**src/i2a_pkg.sv**
```systemverilog
// Shared types, constants and helpers for the integer to ASCII digit converter.
package i2a_pkg;

    localparam int WORD_BITS_DEF = 32;

    localparam logic [1:0] REQ_SDEC = 2'd0;
    localparam logic [1:0] REQ_UDEC = 2'd1;
    localparam logic [1:0] REQ_HEXL = 2'd2;
    localparam logic [1:0] REQ_HEXU = 2'd3;

    localparam logic [6:0] CH_ZERO  = 7'h30;
    localparam logic [6:0] CH_MINUS = 7'h2D;
    localparam logic [6:0] CH_UP_A  = 7'h41;
    localparam logic [6:0] CH_LO_A  = 7'h61;

    localparam logic [3:0] BCD_ADJ_MIN = 4'd5;
    localparam logic [3:0] BCD_ADJ_ADD = 4'd3;
    localparam logic [3:0] DIG_TEN     = 4'd10;

    typedef struct packed {
        logic [1:0]  req_type;
        logic [31:0] value;
    } t_req;

    typedef struct packed {
        logic [6:0] char_code;
        logic       last_char;
    } t_res;

    function automatic logic [6:0] digit_char(input logic [3:0] d, input logic upper);
        logic [6:0] base;
        base = upper ? CH_UP_A : CH_LO_A;
        if (d < DIG_TEN) begin
            return CH_ZERO + {3'b000, d};
        end
        return base + {3'b000, d - DIG_TEN};
    endfunction

endpackage

```
**src/i2a_dabble.sv**
```systemverilog
// One shift-and-add-3 step of the binary to BCD converter.
module i2a_dabble
    import i2a_pkg::*;
#(
    parameter int WORD_BITS = WORD_BITS_DEF,
    parameter int NDIG      = 10
) (
    input  logic [4*NDIG-1:0]    i_bcd,
    input  logic [WORD_BITS-1:0] i_bin,
    output logic [4*NDIG-1:0]    o_bcd,
    output logic [WORD_BITS-1:0] o_bin
);

    logic [4*NDIG-1:0] w_adj;

    always_comb begin
        for (int k = 0; k < NDIG; k++) begin
            if (i_bcd[k*4 +: 4] >= BCD_ADJ_MIN) begin
                w_adj[k*4 +: 4] = i_bcd[k*4 +: 4] + BCD_ADJ_ADD;
            end else begin
                w_adj[k*4 +: 4] = i_bcd[k*4 +: 4];
            end
        end
    end

    assign o_bcd = {w_adj[4*NDIG-2:0], i_bin[WORD_BITS-1]};
    assign o_bin = {i_bin[WORD_BITS-2:0], 1'b0};

endmodule

```
**src/integer_to_ascii_digits.sv**
```systemverilog
// Top level: formats one word as ASCII sign and digits, one character per beat.
// Decimal first runs the shift-add-3 steps in ST_CONV, then ST_SKIP steps past leading zeros
// (the sign beat leaves as ST_SKIP ends) and ST_EMIT emits one beat per digit; hex skips the
// shift-add-3 steps. start is taken only while idle; busy drops as the last beat shows, and
// there is no receiver stall.
// Reset is synchronous and active low; it returns the sequencer to idle and drops o_valid.
module integer_to_ascii_digits
    import i2a_pkg::*;
#(
    parameter int WORD_BITS = WORD_BITS_DEF
) (
    input  logic i_clk,
    input  logic i_rst_n,
    input  logic start,
    input  t_req i_req,
    output logic busy,
    output logic o_valid,
    output t_res o_res
);

    localparam int NDEC = (WORD_BITS * 1233) / 4096 + 1;
    localparam int NHEX = (WORD_BITS + 3) / 4;
    localparam int NDIG = (NDEC > NHEX) ? NDEC : NHEX;
    localparam int BW   = 4 * NDIG;
    localparam int IW   = $clog2(NDIG);
    localparam int CW   = $clog2(WORD_BITS + 1);

    localparam logic [1:0] ST_IDLE = 2'd0;
    localparam logic [1:0] ST_CONV = 2'd1;
    localparam logic [1:0] ST_SKIP = 2'd2;
    localparam logic [1:0] ST_EMIT = 2'd3;

    logic [1:0]           r_state, n_state;
    logic [WORD_BITS-1:0] r_bin, n_bin;
    logic [BW-1:0]        r_bcd, n_bcd;
    logic [CW-1:0]        r_cnt, n_cnt;
    logic [IW-1:0]        r_idx, n_idx;
    logic                 r_neg, n_neg;
    logic                 r_upper, n_upper;
    logic                 r_valid, n_valid;
    logic [6:0]           r_char, n_char;
    logic                 r_last, n_last;

    logic [WORD_BITS-1:0] w_raw;
    logic [WORD_BITS-1:0] w_mag;
    logic                 w_neg;
    logic [BW-1:0]        w_step_bcd;
    logic [WORD_BITS-1:0] w_step_bin;
    logic [3:0]           w_dig;

    generate
        if (WORD_BITS <= 32) begin : g_narrow
            assign w_raw = i_req.value[WORD_BITS-1:0];
        end else begin : g_wide
            assign w_raw = {{(WORD_BITS-32){1'b0}}, i_req.value};
        end
    endgenerate

    assign w_neg = (i_req.req_type == REQ_SDEC) && w_raw[WORD_BITS-1];
    assign w_mag = w_neg ? (~w_raw + {{(WORD_BITS-1){1'b0}}, 1'b1}) : w_raw;
    assign w_dig = r_bcd[r_idx*4 +: 4];

    i2a_dabble #(
        .WORD_BITS (WORD_BITS),
        .NDIG      (NDIG)
    ) u_dabble (
        .i_bcd (r_bcd),
        .i_bin (r_bin),
        .o_bcd (w_step_bcd),
        .o_bin (w_step_bin)
    );

    always_comb begin
        n_state = r_state;
        n_bin   = r_bin;
        n_bcd   = r_bcd;
        n_cnt   = r_cnt;
        n_idx   = r_idx;
        n_neg   = r_neg;
        n_upper = r_upper;
        n_valid = 1'b0;
        n_char  = r_char;
        n_last  = r_last;
        case (r_state)
            ST_IDLE: begin
                if (start) begin
                    n_neg   = w_neg;
                    n_upper = (i_req.req_type == REQ_HEXU);
                    n_idx   = IW'(NDIG - 1);
                    if (i_req.req_type == REQ_HEXL || i_req.req_type == REQ_HEXU) begin
                        n_bcd   = BW'(w_mag);
                        n_state = ST_SKIP;
                    end else begin
                        n_bin   = w_mag;
                        n_bcd   = '0;
                        n_cnt   = CW'(WORD_BITS);
                        n_state = ST_CONV;
                    end
                end
            end
            ST_CONV: begin
                n_bcd = w_step_bcd;
                n_bin = w_step_bin;
                n_cnt = r_cnt - CW'(1);
                if (r_cnt == CW'(1)) begin
                    n_state = ST_SKIP;
                end
            end
            ST_SKIP: begin
                if (w_dig == 4'd0 && r_idx != '0) begin
                    n_idx = r_idx - IW'(1);
                end else begin
                    n_state = ST_EMIT;
                    if (r_neg) begin
                        n_valid = 1'b1;
                        n_char  = CH_MINUS;
                        n_last  = 1'b0;
                    end
                end
            end
            ST_EMIT: begin
                n_valid = 1'b1;
                n_char  = digit_char(w_dig, r_upper);
                n_last  = (r_idx == '0);
                if (r_idx == '0) begin
                    n_state = ST_IDLE;
                end else begin
                    n_idx = r_idx - IW'(1);
                end
            end
            default: begin
                n_state = ST_IDLE;
            end
        endcase
    end

    always_ff @(posedge i_clk) begin
        if (!i_rst_n) begin
            r_state <= ST_IDLE;
            r_valid <= 1'b0;
        end else begin
            r_state <= n_state;
            r_valid <= n_valid;
        end
        r_bin   <= n_bin;
        r_bcd   <= n_bcd;
        r_cnt   <= n_cnt;
        r_idx   <= n_idx;
        r_neg   <= n_neg;
        r_upper <= n_upper;
        r_char  <= n_char;
        r_last  <= n_last;
    end

    assign busy            = (r_state != ST_IDLE);
    assign o_valid         = r_valid;
    assign o_res.char_code = r_char;
    assign o_res.last_char = r_last;

`ifndef SYNTH
    a_accept_busy: assert property (@(posedge i_clk) disable iff (!i_rst_n)
        start && !busy |=> busy)
        else $error("busy did not rise after an accepted item");

    a_last_gap: assert property (@(posedge i_clk) disable iff (!i_rst_n)
        o_valid && o_res.last_char |=> !o_valid)
        else $error("beat followed the last character directly");

    a_mid_busy: assert property (@(posedge i_clk) disable iff (!i_rst_n)
        o_valid && !o_res.last_char |-> busy)
        else $error("non-final beat while idle");
`endif

endmodule
```
**config.mk**
```make
export PLATFORM = sky130hd
export DESIGN_NAME = integer_to_ascii_digits
export DESIGN_NICKNAME = d
export VERILOG_FILES = /design/src/i2a_pkg.sv /design/src/i2a_dabble.sv /design/src/integer_to_ascii_digits.sv
export SDC_FILE = /design/constraint.sdc
export NUM_CORES = 1
export LEC_CHECK = 0
export BUFFER_PORTS_ARGS = -buffer_cell sky130_fd_sc_hd__buf_2
export CORE_MARGIN = 2
export CORE_UTILIZATION = 60
export DETAILED_ROUTE_END_ITERATION = 16
export PLACE_DENSITY_LB_ADDON = 0.1
export SLEW_MARGIN = 20
export SYNTH_ARGS = -nofsm -noshare
export SYNTH_HDL_FRONTEND = slang
export SYNTH_SLANG_ARGS = --single-unit
```
**constraint.sdc**
```tcl
create_clock -name i_clk -period 6.8 [get_ports i_clk]
set_clock_uncertainty 0.2 [all_clocks]
set_input_delay 0.68 -clock i_clk [delete_from_list [all_inputs] [get_ports i_clk]]
set_output_delay 0.68 -clock i_clk [all_outputs]
set_load 0.05 [all_outputs]
```
==> Word level (Yosys, flattened, before mapping) <==
Index checks and enable logic that the tools add are counted.
{ "word_totals": {"reg_bits": 95, "inputBits": 37, "word_cells": 115} }
{ "op_classes": {"n_addsub": 16, "order_cmp": 11, "eq_ne": 14, "n_shift": 1, "mux": 44, "n_bitwise": 1, "n_reduce_logical": 18} }
{ "op_table": {"columns": ["op", "n"], "rows": [
  ["$mux 32", 4],
  ["$pmux 40 s2", 1],
  ["$pmux 32 s2", 1],
  ["$mux 4", 12],
  ["$ge 4x3->1 const B", 10],
  ["$mux 40", 1],
  ["$shiftx 40x7->4", 1],
  ["$add 4x2->4 const B", 9],
  ["$add 32x1->32 const B", 1],
  ["$not 32->32", 1],
  ["$mux 7", 4],
  ["$mux 6", 3],
  ["$ne 2x2->1 const B", 8],
  ["$pmux 7 s2", 1],
  ["$pmux 4 s3", 1],
  ["$pmux 6 s2", 1],
  ["$mux 2", 5],
  ["$eq 2x2->1 const B", 4],
  ["$logic_not 4->1", 2],
  ["$pmux 2 s4", 1],
  ["$reduce_and 4->1", 2],
  ["$add 6x4->7 const A", 1],
  ["$add 7x4->7", 1],
  ["$eq 6x1->1 const B", 1],
  ["other kinds (17)", 29]
]} }

==> Logic depth before layout (Yosys ltp) <==
Gate-level depths: netlist (run 1).
{ "logic_depth": {"word_depth": 6, "mapped_depth": 10, "ltp_nobuf": 8} }

==> By module <==
From an unflattened synthesis (run 1), not the netlist that was laid out.
{ "hier_totals": {"cells_unflattened": 723, "hier_area_um2": 6711.4} }
{ "modules_own_cells": {"columns": ["mod", "instances", "cells_each", "area_per_inst_um2", "seq_area_each_um2"], "rows": [
  ["integer_to_ascii_digits", 1, 533, 5466.5, 2822.7],
  ["i2a_dabble", 1, 190, 1244.9, 0.0]
]} }

==> Least setup slack after synthesis (run 1) <==
OpenSTA, ideal clock, no wires.
{ "synth_timing": {"path_type": "input port to flip-flop", "startpoint": "in i_req[33] (netlist name)", "endpoint": "reg r_bin[0] (enable)", "arrival_time_ns": 3.797, "path_slack_ns": 2.317, "stages": 3, "path_cell_list": "clkbuf_1 clkbuf_1 o21ai_0"} }
{ "synth_via": {"elab_chain_len": 4, "word_cells_on_any_way": 5, "cone_classes": "eq/ne (3); reduce/logical (2)"} }
{ "synth_lines": {"columns": ["element", "line", "source"], "rows": [
  ["start: declaration", "integer_to_ascii_digits.sv:15", "input t_req i_req,"],
  ["$eq 2x2->1", "integer_to_ascii_digits.sv:90", "if (i_req.req_type == REQ_HEXL || i_req.req_type == REQ_HEXU) begin"],
  ["$logic_or 1x1->1 *", "integer_to_ascii_digits.sv:90", null],
  ["$ne 2x2->1 (no source line) *", null, null],
  ["$reduce_and 3->1 (no source line) *", null, null],
  ["end signal: assignment", "integer_to_ascii_digits.sv:145", "r_bin <= n_bin;"],
  ["end: declaration", "integer_to_ascii_digits.sv:34", "logic [WORD_BITS-1:0] r_bin, n_bin;"]
]} }
Every way passes the cells marked *; elsewhere a longest branch is shown, timed or not.
A chain may end at the register's enable or synchronous reset.

==> Final worst setup path (run 1) <==
{ "layout_timing": {"startpoint": "reg r_idx[0]", "endpoint": "reg r_char[6] (enable)"} }
{ "layout_via": {"elab_chain_len": 5, "word_cells_on_any_way": 6, "cone_classes": "eq/ne (1); shift (1); reduce/logical (4)"} }
{ "layout_lines": {"columns": ["element", "line", "source"], "rows": [
  ["start: declaration", "integer_to_ascii_digits.sv:37", "logic [IW-1:0] r_idx, n_idx;"],
  ["start signal: assignment", "integer_to_ascii_digits.sv:148", "r_idx <= n_idx;"],
  ["$shiftx 40x7->4", "integer_to_ascii_digits.sv:61", "assign w_dig = r_bcd[r_idx*4 +: 4];"],
  ["$logic_not 4->1", "integer_to_ascii_digits.sv:110", "if (w_dig == 4'd0 && r_idx != '0) begin"],
  ["$logic_and 1x1->1 *", "integer_to_ascii_digits.sv:110", null],
  ["$ne 2x2->1 (no source line) *", null, null],
  ["$reduce_and 3->1 (no source line) *", null, null],
  ["end signal: assignment", "integer_to_ascii_digits.sv:151", "r_char <= n_char;"],
  ["end: declaration", "integer_to_ascii_digits.sv:41", "logic [6:0] r_char, n_char;"]
]} }
Marked as above.

==> flow_summary.json, run 1 <==
{
  "htreeDepth": 3,
  "first_pass_iters": 5,
  "synth_mux_area_frac": 0.0747,
  "postLayoutCoreUtil": 0.667,
  "grt_pass1_wl_mm": 21.9,
  "drtIter0Drc": 294,
  "cts_setup_buffers": 0,
  "critPathMaxStageDelay_ns": 0.96,
  "p_per_area_nw_per_um2": 364,
  "cts_sinks": 95,
  "cts_buffer_depth": 2,
  "die_y_um": 106,
  "synth-simple-area-share": 0.177,
  "ys_ff_latch": 95,
  "start_kind": "flip-flop",
  "final_nets": 745,
  "cts_root_buffer": "clkbuf_8",
  "cts-buffers-inserted": 9,
  "drc_errors": 0,
  "post-route-period-util": 0.509,
  "cp_cell_sequence": "mux4_2, a2bb2oi_1, a21oi_1, ha_1, nand2_1, nor3_1, o22ai_1",
  "grt_max_degree": 84,
  "cp-end-kind": "flip-flop",
  "synth_top_family_by_area": "simple AND/OR/NAND/NOR gates",
  "die_area_um2": 11300,
  "drive_above_1_share": 0.125,
  "grt_overflow": 0,
  "cts_tree": "yes",
  "avgSynthCellArea_um2": 9.73,
  "antenna_left": 0,
  "multi_input_area_um2": 3220,
  "vias": 4710,
  "synth-edff-count": 92,
  "synth_fa_ha_area_frac": 0.0637,
  "async_reset_ff_frac": 0,
  "core_um2": 10200,
  "leakage_nw": 2.60,
  "regArea_um2": 2820,
  "n_fill_cell": 817,
  "finalHoldViolCount": 0,
  "clk_latency_ns": 0.37,
  "synth-xor-area-share": 0.0669,
  "cp_top_family": "flip-flops",
  "finalPower_mw": 2.48,
  "cts_resized": 0,
  "path_buf_inv": 0,
  "routedWlPerCell_um": 16.2,
  "clk_pin_slew_worst_paths_ns": 0.08,
  "tns_ns": 0,
  "min_from": "r_state[1]$_SDFFE_PN0P_",
  "rows": 37,
  "ys_types": 56,
  "antenna_cells": 0,
  "worstHoldPathType": "flip-flop to flip-flop",
  "portBuffers": 46,
  "rsz0062_at_grt": "no",
  "synth_flop_cell": "edfxtp_1",
  "post-dp-hpwl_mm": 9.36,
  "outcome": "finished, final reports clean",
  "relSlewSlack": 0.389,
  "fmax_ghz": 0.289,
  "worstSetupPathType": "flip-flop to flip-flop",
  "final_common_cell": "nand2_1",
  "slowest_stage": "edfxtp_1",
  "grt_pass1_vias": 4515,
  "worstPathMaxFanout": 18,
  "syn_nets": 715,
  "yosysSeqAreaShare": 0.449,
  "vias_per_cell": 5.76,
  "ioPinCount": 47,
  "die_w_um": 106,
  "cp.required_ns": 6.64,
  "synth_area_leaders": "edfxtp_1 44%, ha_1 6.4%, nand2_1 5.6%",
  "setup_viol": 0,
  "synth_top_cell_area_share": 0.440,
  "instances_no_fill": 817,
  "netlist_area_um2": 6280,
  "cts_hold_buf": 0,
  "peakVddDrop_mv": 0.308,
  "synth_area_leader_cell": "edfxtp_1",
  "final_cell_mix": "94 x nand2_1, 92 x edfxtp_1, 56 x o21ai_0",
  "crit_start": "r_idx[0]$_SDFFCE_PN1P_",
  "yosys_warnings": 0,
  "worst_pin_slew_ns": 0.914,
  "final_max_slew_viol_count": 0,
  "crit_arrival_ns": 3.29,
  "grtUsageTotal": 0.245,
  "dp_cells": 801,
  "cap_violations": 0,
  "layout_min_cycle_time_ns": 3.46,
  "initial_core_util": 0.614,
  "gp_congestion": 0.878,
  "grt_antenna_before_repair": 0,
  "synth_compound_area_frac": 0.125,
  "r2r_start": "r_idx[0]$_SDFFCE_PN1P_",
  "syn_to_final_growth_pct": 8.60,
  "wl_mm": 13.2,
  "syn_inst": 646
}
## flip-flops by register name, summed over array words and instances, names as in the netlist
name,cells
r_state,2
r_neg,1
r_bin,32
r_cnt,6
o_valid,1
r_upper,1
r_idx,4
r_bcd,40
r_last,1
r_char,7
## worst reg2reg max path: stages (launching register included)
cell and delay [ns]:
edfxtp_1 0.96, mux4_2 0.43, a2bb2oi_1 0.15, a21oi_1 0.47
ha_1 0.25, nand2_1 0.06, nor3_1 0.28, o22ai_1 0.34
## logic make-up (layout without fill, tap and decap cells)
logic type               after synthesis  in the layout
AND/OR/NAND/NOR                      227            227
AO/OA/AOI/OAI                        134            134
multiplexers                          40             40
XOR/XNOR                              48             48
buffers and inverters                 70            105
flip-flops                            95             95
adder cells (fa/ha/maj)               32             32
## cells in the mapped netlist, types with 5 or more instances
master,n
o21ai_0,57
edfxtp_1,92
a31oi_1,9
buf_1,6
nand2b_1,14
ha_1,32
nand2_1,94
nor3_1,14
inv_1,40
nor2_1,44
mux2_2,5
and2_1,9
xnor2_1,28
o31ai_1,5
clkbuf_1,21
mux2i_1,30
nor2b_1,7
mux4_2,5
nand3_1,7
xor2_1,20
a21oi_1,35
nor3b_1,10
## metrics by stage
stage | setup WS [ns] | hold WS [ns] | instance area [um2]
after floorplan | 2.32 | 0.268 | 6280
after global placement | 3.35 | 0.284 | 6610
after detailed placement | 3.29 | 0.297 | 6610
after CTS | 3.37 | 0.309 | 6820
after global routing | 3.07 | 0.356 | 6820
final | 3.34 | 0.308 | 6820
## layer usage
metal | wire length, um | vias to the layer above | track usage
met4 | 191 | 0 | 0.0724
li1 | - | 2357 | -
met3 | 685 | 16 | 0.0399
met5 | 0 | - | 0
met2 | 6290 | 124 | 0.397
met1 | 6060 | 2213 | 0.342
## worst paths after layout
| path | end | slack, ns | cells after the start |
|---|---|---|---|
| min | r_state[1]$_SDFFE_PN0P_ | 0.31 | 2 |
| min reg2reg | r_state[1]$_SDFFE_PN0P_ | 0.31 | 2 |
| max reg2reg | r_char[6]$_SDFFCE_PN0P_ | 3.34 | 7 |
| max | r_char[6]$_SDFFCE_PN0P_ | 3.34 | 7 |
## where the power goes
group	leakage (nW)	total (mW)	internal (mW)	switching, mW
clock	0.104	0.411	0.206	0.205
combinational	1.60	1.02	0.412	0.606
sequential	0.895	1.05	0.893	0.158
## layout make-up
class                   count  area share
flip-flops and latches     95       0.414
multi-input cells         481       0.471
clock inverters             6      0.0125
clock buffers              10      0.0187
repair buffers             49      0.0370
well taps                 136      0.0249
inverters                  40      0.0220
(Power assumes the default switching activity.)
==> inputs of run 2 (changes only) <==
==> constraint.sdc (replaced) <==
create_clock -name i_clk -period 3.4 [get_ports i_clk]
set_clock_uncertainty 0.2 [all_clocks]
set_input_delay 0.34 -clock i_clk [delete_from_list [all_inputs] [get_ports i_clk]]
set_output_delay 0.34 -clock i_clk [all_outputs]
set_load 0.05 [all_outputs]
==> run 2 against run 1 <==
Combinational power is 100% higher. Worst hold slack worse by 0.23 ns. First-iteration DRC count is 3.7% lower. Cell count is 0.73% higher. Wire length is 2.0% lower. Sequential share of layout area is 0.52 points lower. Core utilization is 0.84 points higher. Flip-flop and latch count stayed put. Clock power is 110% higher. Cell area is 1.3% higher. Critical endpoint is now r_idx[1]$_SDFFCE_PN0P_. Largest power group is now combinational logic. Highest routed layer unchanged.
==> flow_summary.json, run 2 (same netlist as run 1, synthesis figures left out) <==
{
  "comb_power_share": 0.415,
  "die_y_um": 106,
  "finalHoldViolCount": 0,
  "layout_min_cycle_time_ns": 2.90,
  "cts_resized": 0,
  "antenna_cells": 0,
  "reg2reg_depth": 8,
  "outcome": "finished, final reports clean",
  "cts_hold_buf": 0,
  "grt_pass1_wl_mm": 21.5,
  "final_max_slew_viol_count": 0,
  "p_clk_frac": 0.174,
  "cts_sinks": 95,
  "grt_max_degree": 89,
  "worstSetupPathType": "flip-flop to flip-flop",
  "rows": 37,
  "grt_overflow": 0,
  "clk_pin_slew_worst_paths_ns": 0.09,
  "power.switching_mw": 1.90,
  "finalPower_mw": 5.04,
  "drtIter0Drc": 283,
  "fmax_ghz": 0.345,
  "n_fill_cell": 843,
  "syn_to_final_growth_pct": 9.98,
  "cts_root_buffer": "clkbuf_8",
  "grt_antenna_before_repair": 0,
  "p_sw_frac": 0.378,
  "rsz0062_at_grt": "no",
  "initial_core_util": 0.614,
  "reg_top3": "r_bcd (40), r_bin (32), r_char (7)",
  "clk_latency_ns": 0.37,
  "core_um2": 10200,
  "post-dp-hpwl_mm": 9.30,
  "die_w_um": 106,
  "cts_tree": "yes",
  "crit_arrival_ns": 2.77,
  "first_pass_iters": 5,
  "grt_pass1_vias": 4568,
  "leakage_nw": 2.64,
  "min_path_cells": 3,
  "worstHoldPathType": "input port to flip-flop",
  "wl_mm": 13.0,
  "tns_ns": 0,
  "p_per_area_nw_per_um2": 729,
  "cp-end-kind": "flip-flop",
  "setup_viol": 0,
  "power.internal_mw": 3.13,
  "worst_pin_slew_ns": 0.737,
  "cap_violations": 0,
  "place_area_um2": 6680,
  "ioPinCount": 47,
  "final_common_cell": "nand2_1",
  "antenna_left": 0,
  "largest_register": "r_bcd",
  "vias": 4732,
  "postLayoutCoreUtil": 0.675,
  "post-route-period-util": 0.852,
  "die_area_um2": 11300,
  "drc_errors": 0,
  "cts-buffers-inserted": 9,
  "seqPwrFrac": 0.411,
  "portBuffers": 46,
  "routedWlPerCell_um": 15.8,
  "final_cell_mix": "94 x nand2_1, 92 x edfxtp_1, 56 x o21ai_0",
  "start_kind": "flip-flop",
  "final_nets": 751,
  "gp_congestion": 0.859,
  "cts_buffer_depth": 2,
  "peakVddDrop_mv": 0.384,
  "relSlewSlack": 0.504,
  "largest_reg_flops": 40,
  "drive_above_1_share": 0.130,
  "grtUsageTotal": 0.241,
  "htreeDepth": 3,
  "cp.required_ns": 3.27,
  "worstPathMaxFanout": 12,
  "reg2reg_slack_ns": 0.50,
  "vias_per_cell": 5.75,
  "cts_setup_buffers": 0,
  "fin_area_um2": 6910
}
## run 2: through the flow
| stage | setup WS [ns] | hold WS [ns] | cells |
|---|---|---|---|
| CTS | 0.498 | 0.0574 | 823 |
| global route | 0.331 | 0.0809 | 823 |
| finish | 0.504 | 0.0797 | 823 |
| detailed placement | 0.512 | 0.308 | 807 |
| global placement | 0.597 | 0.291 | 807 |
| floorplan | 0.217 | 0.253 | 646 |
## run 2: metal layers
| layer | vias up | GRT usage | part of all wire |
|---|---|---|---|
| li1 | 2363 | - | - |
| met1 | 2211 | 0.317 | 0.44 |
| met2 | 139 | 0.397 | 0.48 |
| met3 | 19 | 0.0349 | 0.059 |
| met4 | 0 | 0.107 | 0.020 |
| met5 | - | 0 | 0 |
## run 2: worst max-delay path: stages, from the launching register on
cell	delay, ns
edfxtp_1	0.64
mux4_2	0.56
a2bb2oi_1	0.14
a21oi_1	0.14
buf_4	0.16
ha_1	0.14
nand2_1	0.06
nor3_1	0.28
o21a_1	0.27
## run 2: path summary, 6_finish.rpt
check	start	end
setup / recovery	r_idx[1]$_SDFFCE_PN0P_	r_idx[1]$_SDFFCE_PN0P_
hold / removal	i_rst_n	o_valid$_SDFF_PN0_
setup reg to reg	r_idx[1]$_SDFFCE_PN0P_	r_idx[1]$_SDFFCE_PN0P_
hold reg to reg	r_state[1]$_SDFFE_PN0P_	r_state[1]$_SDFFE_PN0P_
## run 2: area by class of cell
class	count	area [um2]	share of cell area
Clock buffer	12	135	0.0196
Clock inverter	4	93.8	0.0136
Inverter	40	150	0.0217
Multi-Input combinational cell	481	3220	0.465
Sequential cell	95	2820	0.408
Tap cell	136	170	0.0246
Timing Repair Buffer	55	323	0.0467
## run 2: power by group through the flow
stage	clock network, mW	registers (mW)	logic, mW
after detailed placement	0	2.10	2.09
final	0.876	2.07	2.09
after floorplan	0	2.02	1.62
after CTS	0.895	2.07	2.10
after global placement	0	2.07	2.01
after global routing	0.939	2.12	2.34
==> inputs of run 3 (changes only) <==
--- a/config.mk
+++ b/config.mk
@@ -6,7 +6,7 @@
 export NUM_CORES = 1
 export LEC_CHECK = 0
 export BUFFER_PORTS_ARGS = -buffer_cell sky130_fd_sc_hd__buf_2
-export CORE_MARGIN = 2
+export CORE_MARGIN = 3
 export CORE_UTILIZATION = 60
 export DETAILED_ROUTE_END_ITERATION = 16
 export PLACE_DENSITY_LB_ADDON = 0.1
==> run 3 against run 2 <==
Clock-buffer cell count shrank 1. Combinational power is essentially flat. Cell count shrank 0.36%. Wire length grew 0.63%. Worst hold slack lost 0.0055 ns. Maximum frequency shrank 2.2%. Register-to-register slack lost 0.06 ns. Cell area shrank 1.2%. Sequential power is essentially flat. Critical path depth is the same.
==> flow_summary.json, run 3 (same netlist as run 1, synthesis figures left out) <==
{
  "vias": 4755,
  "reg2reg_depth": 8,
  "highest_layer": "met4",
  "final_cell_mix": "94 x nand2_1, 92 x edfxtp_1, 56 x o21ai_0",
  "worstHoldPathType": "input port to flip-flop",
  "htreeDepth": 3,
  "clk_pin_slew_worst_paths_ns": 0.08,
  "finalPower_mw": 4.80,
  "final_common_cell": "nand2_1",
  "cts_setup_buffers": 0,
  "largest_reg_flops": 40,
  "grt_antenna_before_repair": 0,
  "tns_ns": 0,
  "worstPathMaxFanout": 12,
  "p_clk_frac": 0.130,
  "clk_latency_ns": 0.36,
  "worst_pin_slew_ns": 0.743,
  "wl_met1_mm": 5.95,
  "critPathMaxStageDelay_ns": 0.64,
  "portBuffers": 46,
  "setup_viol": 0,
  "min_from": "i_rst_n",
  "cts_resized": 0,
  "wl_met2_mm": 6.13,
  "start_kind": "flip-flop",
  "cp_top_family": "flip-flops",
  "final_nets": 753,
  "peakVddDrop_mv": 0.435,
  "p_sw_frac": 0.397,
  "grtUsageTotal": 0.238,
  "wl_mm": 13.1,
  "ioPinCount": 47,
  "reg2reg_slack_ns": 0.44,
  "p_per_area_nw_per_um2": 704,
  "wl_met3_um": 611,
  "worst-path-stages": 8,
  "cts_root_buffer": "clkbuf_8",
  "cts_sinks": 95,
  "post-dp-hpwl_mm": 9.55,
  "core_um2": 9950,
  "cts_tree": "yes",
  "cts-buffers-inserted": 9,
  "relSlewSlack": 0.500,
  "worstSetupPathType": "flip-flop to flip-flop",
  "reg2reg_to": "r_idx[1]$_SDFFCE_PN0P_",
  "post-route-period-util": 0.871,
  "fin_area_um2": 6820,
  "seqPwrFrac": 0.434,
  "grt_max_degree": 78,
  "die_y_um": 108,
  "outcome": "finished, final reports clean",
  "rsz0062_at_grt": "no",
  "die_w_um": 108,
  "die_area_um2": 11700,
  "cp-end-kind": "flip-flop",
  "rows": 36,
  "power.switching_mw": 1.91,
  "cts_hold_buf": 0,
  "fmax_ghz": 0.338,
  "drive_above_1_share": 0.130,
  "syn_to_final_growth_pct": 8.60,
  "cap_violations": 0,
  "drc_errors": 0,
  "finalHoldViolCount": 0,
  "path_buf_inv": 1,
  "cts_buffer_depth": 2,
  "r2r_start": "r_idx[1]$_SDFFCE_PN0P_",
  "worstHoldEndpoint": "o_valid$_SDFF_PN0_",
  "leakage_nw": 2.61,
  "reg_top3": "r_bcd (40), r_bin (32), r_char (7)",
  "drtIter0Drc": 259,
  "grt_pass1_wl_mm": 22.1,
  "cp.required_ns": 3.25,
  "largest_register": "r_bcd",
  "antenna_left": 0,
  "comb_power_share": 0.436,
  "cp_cell_sequence": "mux4_2, a2bb2oi_1, a21oi_1, buf_4, ha_1, nand2_1, nor3_1, o21a_1",
  "crit_arrival_ns": 2.81,
  "vias_per_cell": 5.80,
  "power.internal_mw": 2.90,
  "grt_pass1_vias": 4588,
  "initial_core_util": 0.631,
  "routedWlPerCell_um": 15.9,
  "antenna_cells": 0,
  "slowest_stage": "edfxtp_1",
  "first_pass_iters": 5,
  "layout_min_cycle_time_ns": 2.96,
  "min_path_cells": 3,
  "gp_congestion": 0.877,
  "place_area_um2": 6680,
  "grt_overflow": 0,
  "final_max_slew_viol_count": 0
}
-- run 3: stage by stage --
stage	cells	hold WS, ns	setup slack (ns)	util
after floorplan	646	0.253	0.217	-
after global placement	806	0.289	0.592	0.671
after detailed placement	806	0.301	0.473	0.671
after CTS	820	0.0541	0.460	0.686
after global routing	820	0.0932	0.256	0.686
final	820	0.0742	0.440	0.686
-- run 3: worst min-delay path, cell delays in order --
cell and delay [ns]:
buf_2 0.14, nand2_1 0.06, o21ai_0 0.06
-- run 3: area by class of cell --
type                    instances  area (um2)
clock inverters                 3        12.5
repair buffers                 57         325
fillers                       813        3130
multi-input cells             481        3220
clock buffers                  11         131
well taps                     133         166
flip-flops and latches         95        2820
inverters                      40         150
-- run 3: power by group through the flow --
stage / registers [mW] / clock network, mW / logic (mW)
final: 2.08 / 0.626 / 2.10
after global routing: 2.14 / 0.691 / 2.36
after CTS: 2.08 / 0.643 / 2.10
after detailed placement: 2.11 / 0 / 2.08
after global placement: 2.09 / 0 / 1.99
after floorplan: 2.02 / 0 / 1.62
-- run 3: metal layers --
| layer | global-route usage | vias to the layer above |
|---|---|---|
| met5 | 0 | - |
| met4 | 0.100 | 0 |
| met3 | 0.0322 | 25 |
| met2 | 0.384 | 131 |
| met1 | 0.326 | 2233 |
| li1 | - | 2366 |
-- run 3: worst max-delay path by stage --
stage,startpoint,end,slack (ns)
after floorplan,r_state[1]$_SDFFE_PN0P_,r_bcd[0]$_DFFE_PP_,0.22
after global placement,r_idx[1]$_SDFFCE_PN0P_,r_char[2]$_SDFFCE_PN1P_,0.59
after detailed placement,r_idx[1]$_SDFFCE_PN0P_,r_idx[1]$_SDFFCE_PN0P_,0.47
after CTS,r_idx[1]$_SDFFCE_PN0P_,r_idx[1]$_SDFFCE_PN0P_,0.46
after global routing,r_idx[1]$_SDFFCE_PN0P_,r_idx[2]$_SDFFCE_PN0P_,0.26
final,r_idx[1]$_SDFFCE_PN0P_,r_idx[1]$_SDFFCE_PN0P_,0.44
